--- config.mk ---
export PLATFORM = sky130hd
export DESIGN_NAME = multichannel_load_level_estimator_top_flat
export DESIGN_NICKNAME = d
export VERILOG_FILES = /design/src/mlle_pkg.sv /design/src/mlle_if.sv /design/src/mlle_ctrl.sv /design/src/mlle_dp.sv /design/src/multichannel_load_level_estimator_top.sv /design/src/flat_wrapper.sv
export SDC_FILE = /design/constraint.sdc
export NUM_CORES = 2
export LEC_CHECK = 0
export ABC_AREA = 1
export BUFFER_PORTS_ARGS = -buffer_cell sky130_fd_sc_hd__buf_2
export CAP_MARGIN = 20
export CELL_PAD_IN_SITES_DETAIL_PLACEMENT = 0
export CELL_PAD_IN_SITES_GLOBAL_PLACEMENT = 1
export CORE_AREA = 2 2 515 517
export CTS_CLUSTER_DIAMETER = 40
export CTS_CLUSTER_SIZE = 28
export DETAILED_ROUTE_END_ITERATION = 6
export DIE_AREA = 0 0 517 519
export GPL_TIMING_DRIVEN = 0
export PLACE_DENSITY = 0.62
export SETUP_SLACK_MARGIN = 0.4
export SYNTH_ARGS = -nofsm -noshare
export SYNTH_HDL_FRONTEND = slang
export SYNTH_SLANG_ARGS = --single-unit
export TNS_END_PERCENT = 5
--- constraint.sdc ---
create_clock -name clk -period 21.4 [get_ports clk]
set_input_delay 2.14 -clock clk [delete_from_list [all_inputs] [get_ports clk]]
set_output_delay 2.14 -clock clk [all_outputs]
set_load 0.01 [all_outputs]
--- src/mlle_pkg.sv ---
// package for the load level estimator
// types, register indexes, fixed constants and level map functions; no dependencies
`timescale 1ns / 1ps
package mlle_pkg;
  localparam int TIME_W = 48;
  localparam int LOAD_W = 15;
  localparam int BLINK_W = 21;
  localparam int CFG_IDX_W = 3;
  localparam int CFG_DATA_W = 24;

  localparam logic [CFG_IDX_W-1:0] REG_ALPHA = 3'd0;
  localparam logic [CFG_IDX_W-1:0] REG_TH_LOW = 3'd1;
  localparam logic [CFG_IDX_W-1:0] REG_TH_MED = 3'd2;
  localparam logic [CFG_IDX_W-1:0] REG_TH_HIGH = 3'd3;
  localparam logic [CFG_IDX_W-1:0] REG_RATE = 3'd4;
  localparam logic [CFG_IDX_W-1:0] REG_TIMEOUT = 3'd5;

  localparam logic [15:0] Q15_ONE = 16'd32768;
  localparam logic [14:0] BOUND_VERY_LOW = 15'd3277;
  localparam logic [14:0] BOUND_LOW = 15'd6554;
  localparam logic [19:0] USEC_PER_SEC = 20'd1000000;

  typedef struct packed {
    logic [15:0] alpha;
    logic [14:0] th_low;
    logic [14:0] th_med;
    logic [14:0] th_high;
    logic [23:0] timeout;
  } cfg_t;

  // controller to datapath commands
  typedef struct packed {
    logic load_item;    // capture input word
    logic ring_write;   // write magnitude into ring
    logic ring_clear;   // clear one ring entry (sweep)
    logic sum_clear;
    logic sum_step;     // accumulate one ring entry / channel
    logic mean_write;
    logic expire_step;  // check timeout of channel at scan index
    logic div_start;
    logic div_step;
    logic mul_a;        // first ema product
    logic mul_b;        // second ema product and finish
    logic publish;      // latch result word
    logic rate_start;   // interval divide after rate write
  } cmd_t;

  typedef struct packed {
    logic is_eval;
    logic chan_ok;
    logic div_done;
    logic due;
  } stat_t;

  function automatic logic [2:0] level_of(input logic [14:0] v, input cfg_t c);
    if (v < BOUND_VERY_LOW) return 3'd0;
    if (v < BOUND_LOW) return 3'd1;
    if (v < c.th_low) return 3'd2;
    if (v < c.th_med) return 3'd3;
    if (v < c.th_high) return 3'd4;
    return 3'd5;
  endfunction

  function automatic logic [BLINK_W-1:0] blink_of(input logic [2:0] l);
    case (l)
      3'd0: return 21'd2000000;
      3'd1: return 21'd1000000;
      3'd2: return 21'd500000;
      3'd3: return 21'd200000;
      3'd4: return 21'd100000;
      default: return 21'd50000;
    endcase
  endfunction
endpackage

--- src/mlle_if.sv ---
// valid/ready channel carrying one word of payload
// depends on nothing
`timescale 1ns / 1ps
interface mlle_in_if;
  logic valid;
  logic ready;
  logic func;
  logic [2:0] channel;
  logic signed [15:0] duty;
  logic [47:0] now_us;
  modport source (output valid, func, channel, duty, now_us, input ready);
  modport sink (input valid, func, channel, duty, now_us, output ready);
endinterface

interface mlle_out_if;
  logic valid;
  logic ready;
  logic [2:0] level_code;
  logic [14:0] load_est;
  logic [20:0] blink_us;
  modport source (output valid, level_code, load_est, blink_us, input ready);
  modport sink (input valid, level_code, load_est, blink_us, output ready);
endinterface

--- src/mlle_ctrl.sv ---
// sequencer for samples, evaluations, rate divides and the reset clear sweep
// depends on mlle_pkg
`timescale 1ns / 1ps
module mlle_ctrl #(
  parameter int CHANNELS = 8,
  parameter int HISTORY_DEPTH = 8
) (
  input  logic clk,
  input  logic rst,
  input  logic in_valid,
  output logic in_ready,
  input  logic out_busy,
  input  logic cfg_rate_write,
  input  mlle_pkg::stat_t stat,
  output mlle_pkg::cmd_t cmd,
  output logic [$clog2(CHANNELS*HISTORY_DEPTH)-1:0] idx
);
  import mlle_pkg::*;
  localparam int ENTRIES = CHANNELS * HISTORY_DEPTH;
  localparam int IW = $clog2(ENTRIES);

  localparam logic [3:0] S_CLEAR = 4'd0, S_IDLE = 4'd1, S_DECODE = 4'd2,
    S_WRITE = 4'd3, S_SUM = 4'd4, S_MEAN = 4'd5, S_EXPIRE = 4'd6,
    S_ACC = 4'd7, S_DIV = 4'd8, S_MULA = 4'd9, S_MULB = 4'd10,
    S_PUB = 4'd11, S_RATE = 4'd12, S_SUMLAST = 4'd13, S_DIVGO = 4'd14;

  logic [3:0] state, state_next;
  logic [IW:0] count, count_next;

  // state register
  always_ff @(posedge clk) begin
    if (rst) begin
      state <= S_CLEAR;
      count <= '0;
    end else begin
      state <= state_next;
      count <= count_next;
    end
  end

  assign idx = count[IW-1:0];
  assign in_ready = (state == S_IDLE) && !cfg_rate_write;

  // next state and commands
  always_comb begin
    cmd = '0;
    state_next = state;
    count_next = count;
    case (state)
      S_CLEAR: begin
        cmd.ring_clear = 1'b1;
        count_next = count + 1'b1;
        if (count == (IW+1)'(ENTRIES - 1)) begin
          state_next = S_IDLE;
          count_next = '0;
        end
      end
      S_IDLE: begin
        if (cfg_rate_write) begin
          cmd.rate_start = 1'b1;
          state_next = S_RATE;
        end else if (in_valid) begin
          cmd.load_item = 1'b1;
          state_next = S_DECODE;
        end
      end
      S_RATE: begin
        cmd.div_step = 1'b1;
        if (stat.div_done) state_next = S_IDLE;
      end
      S_DECODE: begin
        count_next = '0;
        cmd.sum_clear = 1'b1;
        if (stat.is_eval) state_next = S_EXPIRE;
        else if (stat.chan_ok) state_next = S_WRITE;
        else state_next = S_IDLE;
      end
      S_WRITE: begin
        cmd.ring_write = 1'b1;
        state_next = S_SUM;
      end
      S_SUM: begin
        cmd.sum_step = 1'b1;
        count_next = count + 1'b1;
        if (count == (IW+1)'(HISTORY_DEPTH - 1)) state_next = S_SUMLAST;
      end
      S_SUMLAST: begin
        cmd.sum_step = 1'b1;
        state_next = S_MEAN;
      end
      S_MEAN: begin
        cmd.mean_write = 1'b1;
        count_next = '0;
        state_next = S_IDLE;
      end
      S_EXPIRE: begin
        cmd.expire_step = 1'b1;
        count_next = count + 1'b1;
        if (count == (IW+1)'(CHANNELS - 1)) begin
          count_next = '0;
          state_next = S_ACC;
        end
      end
      S_ACC: begin
        cmd.sum_step = 1'b1;
        count_next = count + 1'b1;
        if (count == (IW+1)'(CHANNELS - 1)) begin
          count_next = '0;
          state_next = S_DIVGO;
        end
      end
      // divider loads once the last channel has been added
      S_DIVGO: begin
        cmd.div_start = 1'b1;
        state_next = S_DIV;
      end
      S_DIV: begin
        cmd.div_step = 1'b1;
        if (stat.div_done) state_next = S_MULA;
      end
      S_MULA: begin
        cmd.mul_a = 1'b1;
        state_next = S_MULB;
      end
      S_MULB: begin
        cmd.mul_b = 1'b1;
        state_next = stat.due ? S_PUB : S_IDLE;
      end
      S_PUB: begin
        if (!out_busy) begin
          cmd.publish = 1'b1;
          state_next = S_IDLE;
        end
      end
      default: state_next = S_IDLE;
    endcase
  end
endmodule

--- src/mlle_dp.sv ---
// datapath: ring memory, channel table, shared divider, ema and level map
// depends on mlle_pkg
`timescale 1ns / 1ps
module mlle_dp #(
  parameter int CHANNELS = 8,
  parameter int HISTORY_DEPTH = 8
) (
  input  logic clk,
  input  logic rst,
  input  mlle_pkg::cmd_t cmd,
  output mlle_pkg::stat_t stat,
  input  logic [$clog2(CHANNELS*HISTORY_DEPTH)-1:0] idx,
  input  mlle_pkg::cfg_t cfg,
  input  logic [9:0] rate,
  input  logic in_func,
  input  logic [2:0] in_channel,
  input  logic [15:0] in_duty,
  input  logic [47:0] in_now,
  output logic out_valid,
  input  logic out_ready,
  output logic [2:0] out_level,
  output logic [14:0] out_value,
  output logic [20:0] out_blink
);
  import mlle_pkg::*;
  localparam int ENTRIES = CHANNELS * HISTORY_DEPTH;
  localparam int IW = $clog2(ENTRIES);
  localparam int HW = $clog2(HISTORY_DEPTH);
  localparam int CW = (CHANNELS > 1) ? $clog2(CHANNELS) : 1;
  localparam int SUMW = 15 + $clog2(CHANNELS + 1) + HW;

  // captured word
  logic func;
  logic [2:0] chan;
  logic [14:0] mag;
  logic [47:0] now;
  logic [CW-1:0] ch;
  logic [15:0] neg;

  assign neg = 16'd0 - in_duty;
  always_ff @(posedge clk) begin
    if (cmd.load_item) begin
      func <= in_func;
      chan <= in_channel;
      now <= in_now;
      if (in_duty[15]) mag <= neg[15] ? 15'h7fff : neg[14:0];
      else mag <= in_duty[14:0];
    end
  end
  assign ch = chan[CW-1:0];
  assign stat.is_eval = func;
  assign stat.chan_ok = ({29'd0, chan} < 32'(CHANNELS));

  // ring memory and per channel pointers
  logic [14:0] ring [ENTRIES];
  logic [14:0] ring_q;
  logic [HW-1:0] ptr [CHANNELS];
  logic [IW-1:0] waddr, raddr;
  logic [IW-1:0] base;

  assign base = IW'(ch) << HW;
  assign waddr = base | IW'(ptr[ch]);
  assign raddr = base | IW'(idx[HW-1:0]);

  always_ff @(posedge clk) begin
    if (cmd.ring_clear) ring[idx] <= '0;
    else if (cmd.ring_write) ring[waddr] <= mag;
    ring_q <= ring[raddr];
  end

  // channel table
  logic [CHANNELS-1:0] active;
  logic [47:0] seen [CHANNELS];
  logic [14:0] mean [CHANNELS];
  logic [CW-1:0] scan;
  logic [47:0] age;
  logic [SUMW-1:0] sum;

  assign scan = idx[CW-1:0];
  assign age = now - seen[scan];

  always_ff @(posedge clk) begin
    if (rst) begin
      active <= '0;
      for (int i = 0; i < CHANNELS; i++) begin
        ptr[i] <= '0;
        mean[i] <= '0;
        seen[i] <= '0;
      end
    end else begin
      if (cmd.ring_write) begin
        ptr[ch] <= (ptr[ch] == HW'(HISTORY_DEPTH - 1)) ? '0 : ptr[ch] + 1'b1;
        active[ch] <= 1'b1;
        seen[ch] <= now;
      end
      if (cmd.mean_write) mean[ch] <= 15'(sum >> HW);
      if (cmd.expire_step && active[scan] && (age > {24'd0, cfg.timeout})) begin
        active[scan] <= 1'b0;
        mean[scan] <= '0;
      end
    end
  end

  // accumulator: ring entries (added from the registered ring read) or active means
  logic [5:0] cnt;
  logic sum_first;
  always_ff @(posedge clk) begin
    if (cmd.sum_clear) begin
      sum <= '0;
      cnt <= '0;
      sum_first <= 1'b1;
    end else if (cmd.sum_step) begin
      sum_first <= 1'b0;
      if (func) begin
        if (active[scan]) begin
          sum <= sum + SUMW'(mean[scan]);
          cnt <= cnt + 1'b1;
        end
      end else if (!sum_first) begin
        sum <= sum + SUMW'(ring_q);
      end
    end
  end

  // shared restoring divider, one quotient bit a cycle
  localparam int DW = 20;
  logic [DW-1:0] dq, drem;
  logic [9:0] dden;
  logic [4:0] dbit;
  logic dbusy, dzero, drate;
  logic [DW:0] trial;
  logic [19:0] interval;
  assign trial = {drem[DW-2:0], dq[DW-1]} - {11'd0, dden};
  always_ff @(posedge clk) begin
    if (rst) begin
      dbusy <= 1'b0;
      drate <= 1'b0;
      interval <= 20'd100000;
    end else if (cmd.rate_start) begin
      dq <= USEC_PER_SEC;
      drem <= '0;
      dden <= (rate == '0) ? 10'd1 : rate;
      dbit <= 5'(DW);
      dbusy <= 1'b1;
      dzero <= 1'b0;
      drate <= 1'b1;
    end else if (cmd.div_start) begin
      dq <= DW'(sum);
      drem <= '0;
      dden <= {4'd0, cnt};
      dbit <= 5'(DW);
      dbusy <= 1'b1;
      dzero <= (cnt == '0);
      drate <= 1'b0;
    end else if (cmd.div_step && dbusy) begin
      dbit <= dbit - 1'b1;
      if (!trial[DW]) begin
        drem <= trial[DW-1:0];
        dq <= {dq[DW-2:0], 1'b1};
      end else begin
        drem <= {drem[DW-2:0], dq[DW-1]};
        dq <= {dq[DW-2:0], 1'b0};
      end
      if (dbit == 5'd1) begin
        dbusy <= 1'b0;
        if (drate) interval <= trial[DW] ? {dq[DW-2:0], 1'b0} : {dq[DW-2:0], 1'b1};
      end
    end
  end
  assign stat.div_done = cmd.div_step && dbusy && (dbit == 5'd1);

  // ema in two products
  logic [15:0] alpha;
  logic [14:0] overall;
  logic [30:0] prod_a;
  logic [15:0] smooth;
  logic [31:0] mix;
  logic [47:0] last_pub;
  logic [47:0] since;
  assign alpha = (cfg.alpha > Q15_ONE) ? Q15_ONE : cfg.alpha;
  assign overall = dzero ? 15'd0 : dq[14:0];
  assign mix = {1'b0, prod_a} + (Q15_ONE - alpha) * smooth;
  assign since = now - last_pub;
  assign stat.due = (since >= {28'd0, interval});

  always_ff @(posedge clk) begin
    if (cmd.mul_a) prod_a <= 31'(alpha) * 31'(overall);
    if (rst) begin
      smooth <= '0;
      last_pub <= '0;
      out_valid <= 1'b0;
    end else begin
      if (cmd.mul_b) begin
        smooth <= mix[30:15];
        if (stat.due) last_pub <= now;
      end
      if (out_valid && out_ready) out_valid <= 1'b0;
      if (cmd.publish) begin
        out_valid <= 1'b1;
        out_level <= level_of(smooth[14:0], cfg);
        out_value <= smooth[14:0];
        out_blink <= blink_of(level_of(smooth[14:0], cfg));
      end
    end
  end
endmodule

--- src/multichannel_load_level_estimator_top.sv ---
// channel          | dir | payload
// in  (mlle_in_if) | in  | func, channel, duty, now_us
// out (mlle_out_if)| out | level_code, load_est, blink_us
// cfg              | in  | cfg_we, cfg_index, cfg_data
// a sample writes its channel's ring and sums it (ring read sweep); an evaluate
// runs two channel scans, the 20-step divider and the ema, and publishes when due
// a rate write occupies the divider until the new publish interval is set
// after reset the ring memory is cleared, one entry at a time
// an output word waits in its register; a stalled output holds the next publish
`timescale 1ns / 1ps
module multichannel_load_level_estimator_top #(
  parameter int CHANNELS = 8,
  parameter int HISTORY_DEPTH = 8
) (
  input  logic clk,
  input  logic rst,
  mlle_in_if.sink in_ch,
  mlle_out_if.source out_ch,
  input  logic cfg_we,
  input  logic [mlle_pkg::CFG_IDX_W-1:0] cfg_index,
  input  logic [mlle_pkg::CFG_DATA_W-1:0] cfg_data
);
  import mlle_pkg::*;
  cfg_t cfg;
  logic [9:0] rate;
  cmd_t cmd;
  stat_t stat;
  logic [$clog2(CHANNELS*HISTORY_DEPTH)-1:0] idx;

  // configuration registers
  always_ff @(posedge clk) begin
    if (rst) begin
      cfg.alpha <= 16'd3277;
      cfg.th_low <= 15'd13107;
      cfg.th_med <= 15'd19661;
      cfg.th_high <= 15'd26214;
      cfg.timeout <= 24'd500000;
      rate <= 10'd10;
    end else if (cfg_we) begin
      case (cfg_index)
        REG_ALPHA: cfg.alpha <= cfg_data[15:0];
        REG_TH_LOW: cfg.th_low <= cfg_data[14:0];
        REG_TH_MED: cfg.th_med <= cfg_data[14:0];
        REG_TH_HIGH: cfg.th_high <= cfg_data[14:0];
        REG_RATE: rate <= cfg_data[9:0];
        REG_TIMEOUT: cfg.timeout <= cfg_data;
        default: ;
      endcase
    end
  end

  // pending divide after a rate write
  logic rate_pend;
  always_ff @(posedge clk) begin
    if (rst) rate_pend <= 1'b0;
    else if (cfg_we && cfg_index == REG_RATE) rate_pend <= 1'b1;
    else if (cmd.rate_start) rate_pend <= 1'b0;
  end

  mlle_ctrl #(.CHANNELS(CHANNELS), .HISTORY_DEPTH(HISTORY_DEPTH)) u_ctrl (
    .clk, .rst,
    .in_valid(in_ch.valid),
    .in_ready(in_ch.ready),
    .out_busy(out_ch.valid),
    .cfg_rate_write(rate_pend),
    .stat, .cmd, .idx
  );

  mlle_dp #(.CHANNELS(CHANNELS), .HISTORY_DEPTH(HISTORY_DEPTH)) u_dp (
    .clk, .rst, .cmd, .stat, .idx, .cfg, .rate,
    .in_func(in_ch.func),
    .in_channel(in_ch.channel),
    .in_duty(in_ch.duty),
    .in_now(in_ch.now_us),
    .out_valid(out_ch.valid),
    .out_ready(out_ch.ready),
    .out_level(out_ch.level_code),
    .out_value(out_ch.load_est),
    .out_blink(out_ch.blink_us)
  );
endmodule

--- src/flat_wrapper.sv ---
// flat-port wrapper written by rule: the top's interface ports become plain ports
module multichannel_load_level_estimator_top_flat import mlle_pkg::*;
#(
  parameter int CHANNELS = 8,
  parameter int HISTORY_DEPTH = 8
)
  (clk, rst, cfg_we, cfg_index, cfg_data, in_ch_valid, in_ch_func, in_ch_channel, in_ch_duty, in_ch_now_us, in_ch_ready, out_ch_valid, out_ch_level_code, out_ch_load_est, out_ch_blink_us, out_ch_ready);
  mlle_in_if in_ch_i ();
  mlle_out_if out_ch_i ();
  input  logic clk;
  input  logic rst;
  input  logic cfg_we;
  input  logic [mlle_pkg::CFG_IDX_W-1:0] cfg_index;
  input  logic [mlle_pkg::CFG_DATA_W-1:0] cfg_data;
  input wire logic [$bits(in_ch_i.valid)-1:0] in_ch_valid;
  input wire logic [$bits(in_ch_i.func)-1:0] in_ch_func;
  input wire logic [$bits(in_ch_i.channel)-1:0] in_ch_channel;
  input wire logic [$bits(in_ch_i.duty)-1:0] in_ch_duty;
  input wire logic [$bits(in_ch_i.now_us)-1:0] in_ch_now_us;
  output wire logic [$bits(in_ch_i.ready)-1:0] in_ch_ready;
  output wire logic [$bits(out_ch_i.valid)-1:0] out_ch_valid;
  output wire logic [$bits(out_ch_i.level_code)-1:0] out_ch_level_code;
  output wire logic [$bits(out_ch_i.load_est)-1:0] out_ch_load_est;
  output wire logic [$bits(out_ch_i.blink_us)-1:0] out_ch_blink_us;
  input wire logic [$bits(out_ch_i.ready)-1:0] out_ch_ready;
  assign in_ch_i.valid = in_ch_valid;
  assign in_ch_i.func = in_ch_func;
  assign in_ch_i.channel = in_ch_channel;
  assign in_ch_i.duty = in_ch_duty;
  assign in_ch_i.now_us = in_ch_now_us;
  assign in_ch_ready = in_ch_i.ready;
  assign out_ch_valid = out_ch_i.valid;
  assign out_ch_level_code = out_ch_i.level_code;
  assign out_ch_load_est = out_ch_i.load_est;
  assign out_ch_blink_us = out_ch_i.blink_us;
  assign out_ch_i.ready = out_ch_ready;
  multichannel_load_level_estimator_top #(.CHANNELS(CHANNELS), .HISTORY_DEPTH(HISTORY_DEPTH)) u_core (.clk(clk), .rst(rst), .in_ch(in_ch_i), .out_ch(out_ch_i), .cfg_we(cfg_we), .cfg_index(cfg_index), .cfg_data(cfg_data));
endmodule
# After elaboration in Yosys (flattened, before gate mapping)
# Memories as Yosys holds them, arrays and structs flattened. A register that Yosys moved wholly into a read port is not among the register bits.
# Index checks and enable logic that the tools add are counted.
# W data, S select, Z words.
# op_classes
add_sub_neg,12
multipliers,2
n_lt_le_gt_ge,12
n_eq_ne,37
n_mux,144
bitwise,8
n_reduce_logical,46
# op_table
cell,n
$pmux W21 S5,1
$sub A48 B48 Y48,2
$mux W15,6
$mux W3,26
$mux W1,77
$mux W22,3
$pmux W4 S14,1
$ge A48 B20 Y1,1
$gt A48 B24 Y1,1
$mux W48,1
$reduce_or A48 Y1,1
$lt A15 B15 Y1,3
$reduce_or A15 Y1,3
$add A22 B15 Y22,2
$mux W20,2
$mux W4,10
$mux W19,2
$add A31 B31 Y31,1
$mul A16 B15 Y31,1
$mul A17 B17 Y31,1
$mux W10,3
$eq A4 B4 Y1 const B,7
$pmux W7 S4,1
$mux W8,3
50 further kinds,102
# totals
register_bits,423
mem_bits_rw,1488
in_bits,100
out_inout_bits,41
word_cells,297
memories,4
# mem_list
memory,words,word_bits,rd,rd_clocked_by_memory_dff,wr,line,rtl
u_core.u_dp.ring,64,15,1,1,1,mlle_dp.sv:55,logic [14:0] ring [ENTRIES];
u_core.u_dp.seen,8,48,1,1,8,mlle_dp.sv:73,logic [47:0] seen [CHANNELS];
u_core.u_dp.mean,8,15,1,1,8,mlle_dp.sv:74,logic [14:0] mean [CHANNELS];
u_core.u_dp.ptr,8,3,1,1,8,mlle_dp.sv:57,logic [HW-1:0] ptr [CHANNELS];

# Longest topological paths before layout
# depth
word_depth,31
depth_mapped,44
ltp_nobuf,42

# Hierarchy
# From an unflattened synthesis, not the netlist that was laid out.
# unflattened
cells_unflattened,10859
hier_area_um2,105093.3
# by_module_without_submodules
module,instances,cells_each,area_per_inst_um2,seq_area_each_um2
mlle_dp,1,10173,100391.3,51899.8
multichannel_load_level_estimator_top,1,513,3721.1,1921.8
mlle_ctrl,1,173,980.9,220.2

# Worst setup path before layout
# Ideal clock, no wire load.
# synth_path
path_kind,register to register
start,register u_core.cfg[75] (netlist name)
end,register u_core.u_dp.smooth[9]
setup_time_ns,0.109
arrival_ns,7.657
required_ns,21.291
slack_ns,13.634
stages_incl_launch_ff,38
n_path_buf,1
synth_period_minus_slack_ns,7.766
cell_sequence,dfxtp_1 > nor4_1 > nand3_1 > nand2_1 > inv_2 > nor2_1 > clkinv_1 > buf_1 > ha_1 > nand3_1 > inv_1 > nand3_1 > nor2_1 > nand2_1 > nand2_1 > nor2_1 > inv_1 > fa_1 > [... 2 more ...] > fa_1 > fa_1 > inv_1 > fa_1 > inv_1 > ha_1 > a21oi_1 > o21ai_0 > a21oi_1 > nand2_1 > nand2_1 > nand2_1 > a21o_1 > nand2_1 > a21o_1 > nand3_1 > nand2_1 > inv_1
# synth_via
elab_chain_cells,5
# synth_lines
element,line,rtl
$gt A16 B16 Y1,mlle_dp.sv:180,assign alpha = (cfg.alpha > Q15_ONE) ? Q15_ONE : cfg.alpha;
$mux W16 *,mlle_dp.sv:180,
$sub A16 B16 Y17 *,mlle_dp.sv:182,"assign mix = {1'b0, prod_a} + (Q15_ONE - alpha) * smooth;"
$mul A17 B17 Y31 *,mlle_dp.sv:182,
$add A31 B31 Y31 *,mlle_dp.sv:182,
"end signal, assigned",mlle_dp.sv:194,smooth <= mix[30:15];
"end, declared",mlle_dp.sv:176,logic [15:0] smooth;
# Every way passes the cells marked *; elsewhere a longest branch is shown, timed or not.
# A chain may end at the register's enable or synchronous reset.

# Worst setup path after layout
# layout_path
start,register u_core.cfg[75] (netlist name)
end,register u_core.u_dp.smooth[9]
# layout_via
elab_chain_cells,5
# layout_lines
element,line
$gt A16 B16 Y1,mlle_dp.sv:180
$mux W16 *,mlle_dp.sv:180
$sub A16 B16 Y17 *,mlle_dp.sv:182
$mul A17 B17 Y31 *,mlle_dp.sv:182
$add A31 B31 Y31 *,mlle_dp.sv:182
# Marked as above.

==> impl_metrics.json <==
{
  "finalNetCount": 11800,
  "grt_pass1_wl_um": 569000,
  "async_reset_ff_frac": 0,
  "fmax_ghz": 0.0969,
  "drt_iter0_drc": 8522,
  "grt_use_total": 0.296,
  "avgSynthCellArea_um2": 10.2,
  "cts_tree": "yes",
  "wl_per_cell_um": 27.5,
  "yosysTopAreaCellShare": 0.481,
  "ys_types": 64,
  "cp_slowest_stage_delay_ns": 0.78,
  "place.gp.congestion": 0.923,
  "grt_max_degree": 52,
  "maxCapViolCount": 0,
  "dp_slack_ns": 11.05,
  "holdWs_ns": 0.454,
  "hold_path.class": "reg2reg",
  "synth.top_cells.by_area": "edfxtp_1, fa_1, nand2_1, nor2_1, inv_1",
  "setup_ws_ns": 11.08,
  "wl_um": 405000,
  "synth_commonest_cells": "nand2_1, edfxtp_1, nor2_1",
  "syn_inst": 10200,
  "area_delta_synth_final_pct": 18.9,
  "filler_cell_count": 24700,
  "p_per_area_nw_per_um2": 104,
  "ys_warn_count": 0,
  "die_y_um": 519,
  "grt_pass1_vias": 79400,
  "dr.pass1.iters": 6,
  "synth-edff-count": 1675,
  "relSlewSlack": 0.0861,
  "clkTransAtPathRegs_ns": 0.05,
  "gr-total-overflow": 0,
  "irDropWorstVdd_mv": 0.0693,
  "finalClockSkew_ns": 0.0765,
  "p_leak_uw": 0.0501,
  "status": "complete, no violations",
  "rows": 189,
  "timing.setup.tns_ns": 0,
  "arrival_ns": 11.08,
  "antenna_found_initial": 27,
  "grt_setup_unrepaired": "no",
  "fin_crit_sh": 0.482,
  "setup_viol": 0,
  "worst_pin_slew_ns": 1.36,
  "critPathLaunchType": "register",
  "vias_per_cell": 5.54,
  "path_max_fanout": 10,
  "drc": 0,
  "synth_top_area_cell": "edfxtp_1",
  "die-area_um2": 268000,
  "crit_slowest_cell": "xor2_1",
  "ys_seq_area_frac": 0.529,
  "finalHoldViolCount": 0,
  "insertion_delay_ns": 0.93,
  "synth.cell_area_um2": 104000,
  "yosysMostFrequentCell": "nand2_1",
  "core_region_area_um2": 263000,
  "cts_buffers": 319,
  "ant_nets": 0,
  "die_w_um": 517,
  "cts_buffer_depth": 4,
  "fin_crit_ns": 10.32,
  "synth_seq_cells": 1925,
  "synthFlopType": "edfxtp_1",
  "vias": 81300,
  "drv_slew": 0,
  "port_buffers": 135,
  "drive_gt1_frac": 0.107,
  "cts_setup_buffers": 0,
  "cts.sinks": 1925,
  "hold_buffers": 0,
  "dp_hpwl_um": 305000,
  "endpoint_kind": "register",
  "crit_type": "reg2reg",
  "fin_util": 0.472,
  "io-pin-count": 141,
  "cts.htree.levels": 5,
  "crit_required_ns": 22.16,
  "start_util": 0.397,
  "cts_resized": 0,
  "cts-root-buf": "clkbuf_16"
}
==> power breakdown <==
| group | internal, uW | switching (uW) |
|---|---|---|
| registers | 4180 | 69.3 |
| logic | 943 | 2410 |
| clock network | 3320 | 1970 |
==> per-layer routing <==
metal | vias to the layer above | GRT usage | wire length [um]
met5 | - | 0 | 13
met4 | 2 | 0.103 | 15000
met3 | 700 | 0.0714 | 39500
met2 | 3786 | 0.458 | 181000
met1 | 40700 | 0.406 | 170000
li1 | 36200 | - | -
==> stage by stage <==
stage	cell area, um2	instances	total power, uW
after global routing	124000	14700	13300
after global placement	110000	13900	7420
after detailed placement	113000	14100	7560
final	124000	14700	12900
after floorplan	104000	10200	6060
after CTS	124000	14700	12800
==> cell families after synthesis <==
group / Yosys count / synth area share
flip-flops: 1925 / 0.529
XOR/XNOR: 131 / 0.0110
AO/OA/AOI/OAI: 1740 / 0.103
AND/OR/NAND/NOR: 3723 / 0.151
other: 1 / 0.0000359
buffers and inverters: 1844 / 0.0680
adder cells (fa/ha/maj): 866 / 0.138
==> state kept, by name, summed over array words and instances (netlist names), 4 cells and up, named ones only <==
name,flops
u_core.u_dp.ring,960
u_core.u_dp.seen,384
u_core.u_dp.mean,120
u_core.cfg,85
u_core.u_dp.last_pub,48
u_core.u_dp.now,48
u_core.u_dp.prod_a,31
u_core.u_dp.ptr,24
u_core.u_dp.dq,20
u_core.u_dp.interval,20
u_core.u_dp.sum,20
u_core.u_dp.drem,19
u_core.u_dp.out_blink,16
u_core.u_dp.smooth,16
u_core.u_dp.mag,15
u_core.u_dp.out_value,15
u_core.u_dp.ring_q,15
u_core.rate,10
u_core.u_dp.dden,10
u_core.u_dp.active,8
u_core.u_ctrl.count,7
u_core.u_dp.cnt,6
u_core.u_dp.dbit,5
u_core.u_ctrl.state,4
==> layout make-up <==
type / instances / area (um2) / share of cell area
flip-flops and latches: 1925 / 55300 / 0.445
multi-input cells: 6465 / 42500 / 0.342
clock buffers: 362 / 8310 / 0.0669
inverters: 1414 / 5310 / 0.0427
well taps: 3533 / 4420 / 0.0356
repair buffers: 327 / 3870 / 0.0312
clock inverters: 225 / 2710 / 0.0218
plain buffers: 430 / 1810 / 0.0146
diodes: 13 / 32.5 / 0.000262
==> placed cells by master (no fill, tap or decap), drive strengths merged, types with 182 or more instances in the layout <==
cell / netlist / final
nand3: 210 / 210
nand2: 1698 / 1698
dfxtp: 250 / 250
clkbuf: 335 / 700
buf: 95 / 419
nor3: 182 / 182
fa: 478 / 478
o21ai: 631 / 631
ha: 388 / 388
nor2: 1415 / 1415
edfxtp: 1675 / 1675
inv: 1395 / 1449
a21oi: 435 / 435
==> critical path, delay by kind of cell (launching register included) <==
| family | cells | cell delay (ns) |
|---|---|---|
| adders and majority gates | 8 | 3.58 |
| DFF | 1 | 0.33 |
| buffers and inverters | 10 | 1.93 |
| AOI/OAI and AO/OA | 5 | 0.77 |
| xor gates and xnor gates | 1 | 0.78 |
| and+or+nand+nor | 17 | 2.81 |
==> worst paths after layout <==
path | start | cells past startpoint | slack (ns) | endpoint
hold reg to reg | u_core.u_dp.last_pub[3]$_SDFFE_PP0P_ | 2 | 0.45 | u_core.u_dp.last_pub[3]$_SDFFE_PP0P_
hold / removal | u_core.u_dp.last_pub[3]$_SDFFE_PP0P_ | 2 | 0.45 | u_core.u_dp.last_pub[3]$_SDFFE_PP0P_
setup / recovery | u_core.cfg[75]$_SDFFE_PP1P_ | 41 | 11.08 | u_core.u_dp.smooth[9]$_SDFFE_PP0P_
setup reg to reg | u_core.cfg[75]$_SDFFE_PP1P_ | 41 | 11.08 | u_core.u_dp.smooth[9]$_SDFFE_PP0P_
(Power assumes the default switching activity.)
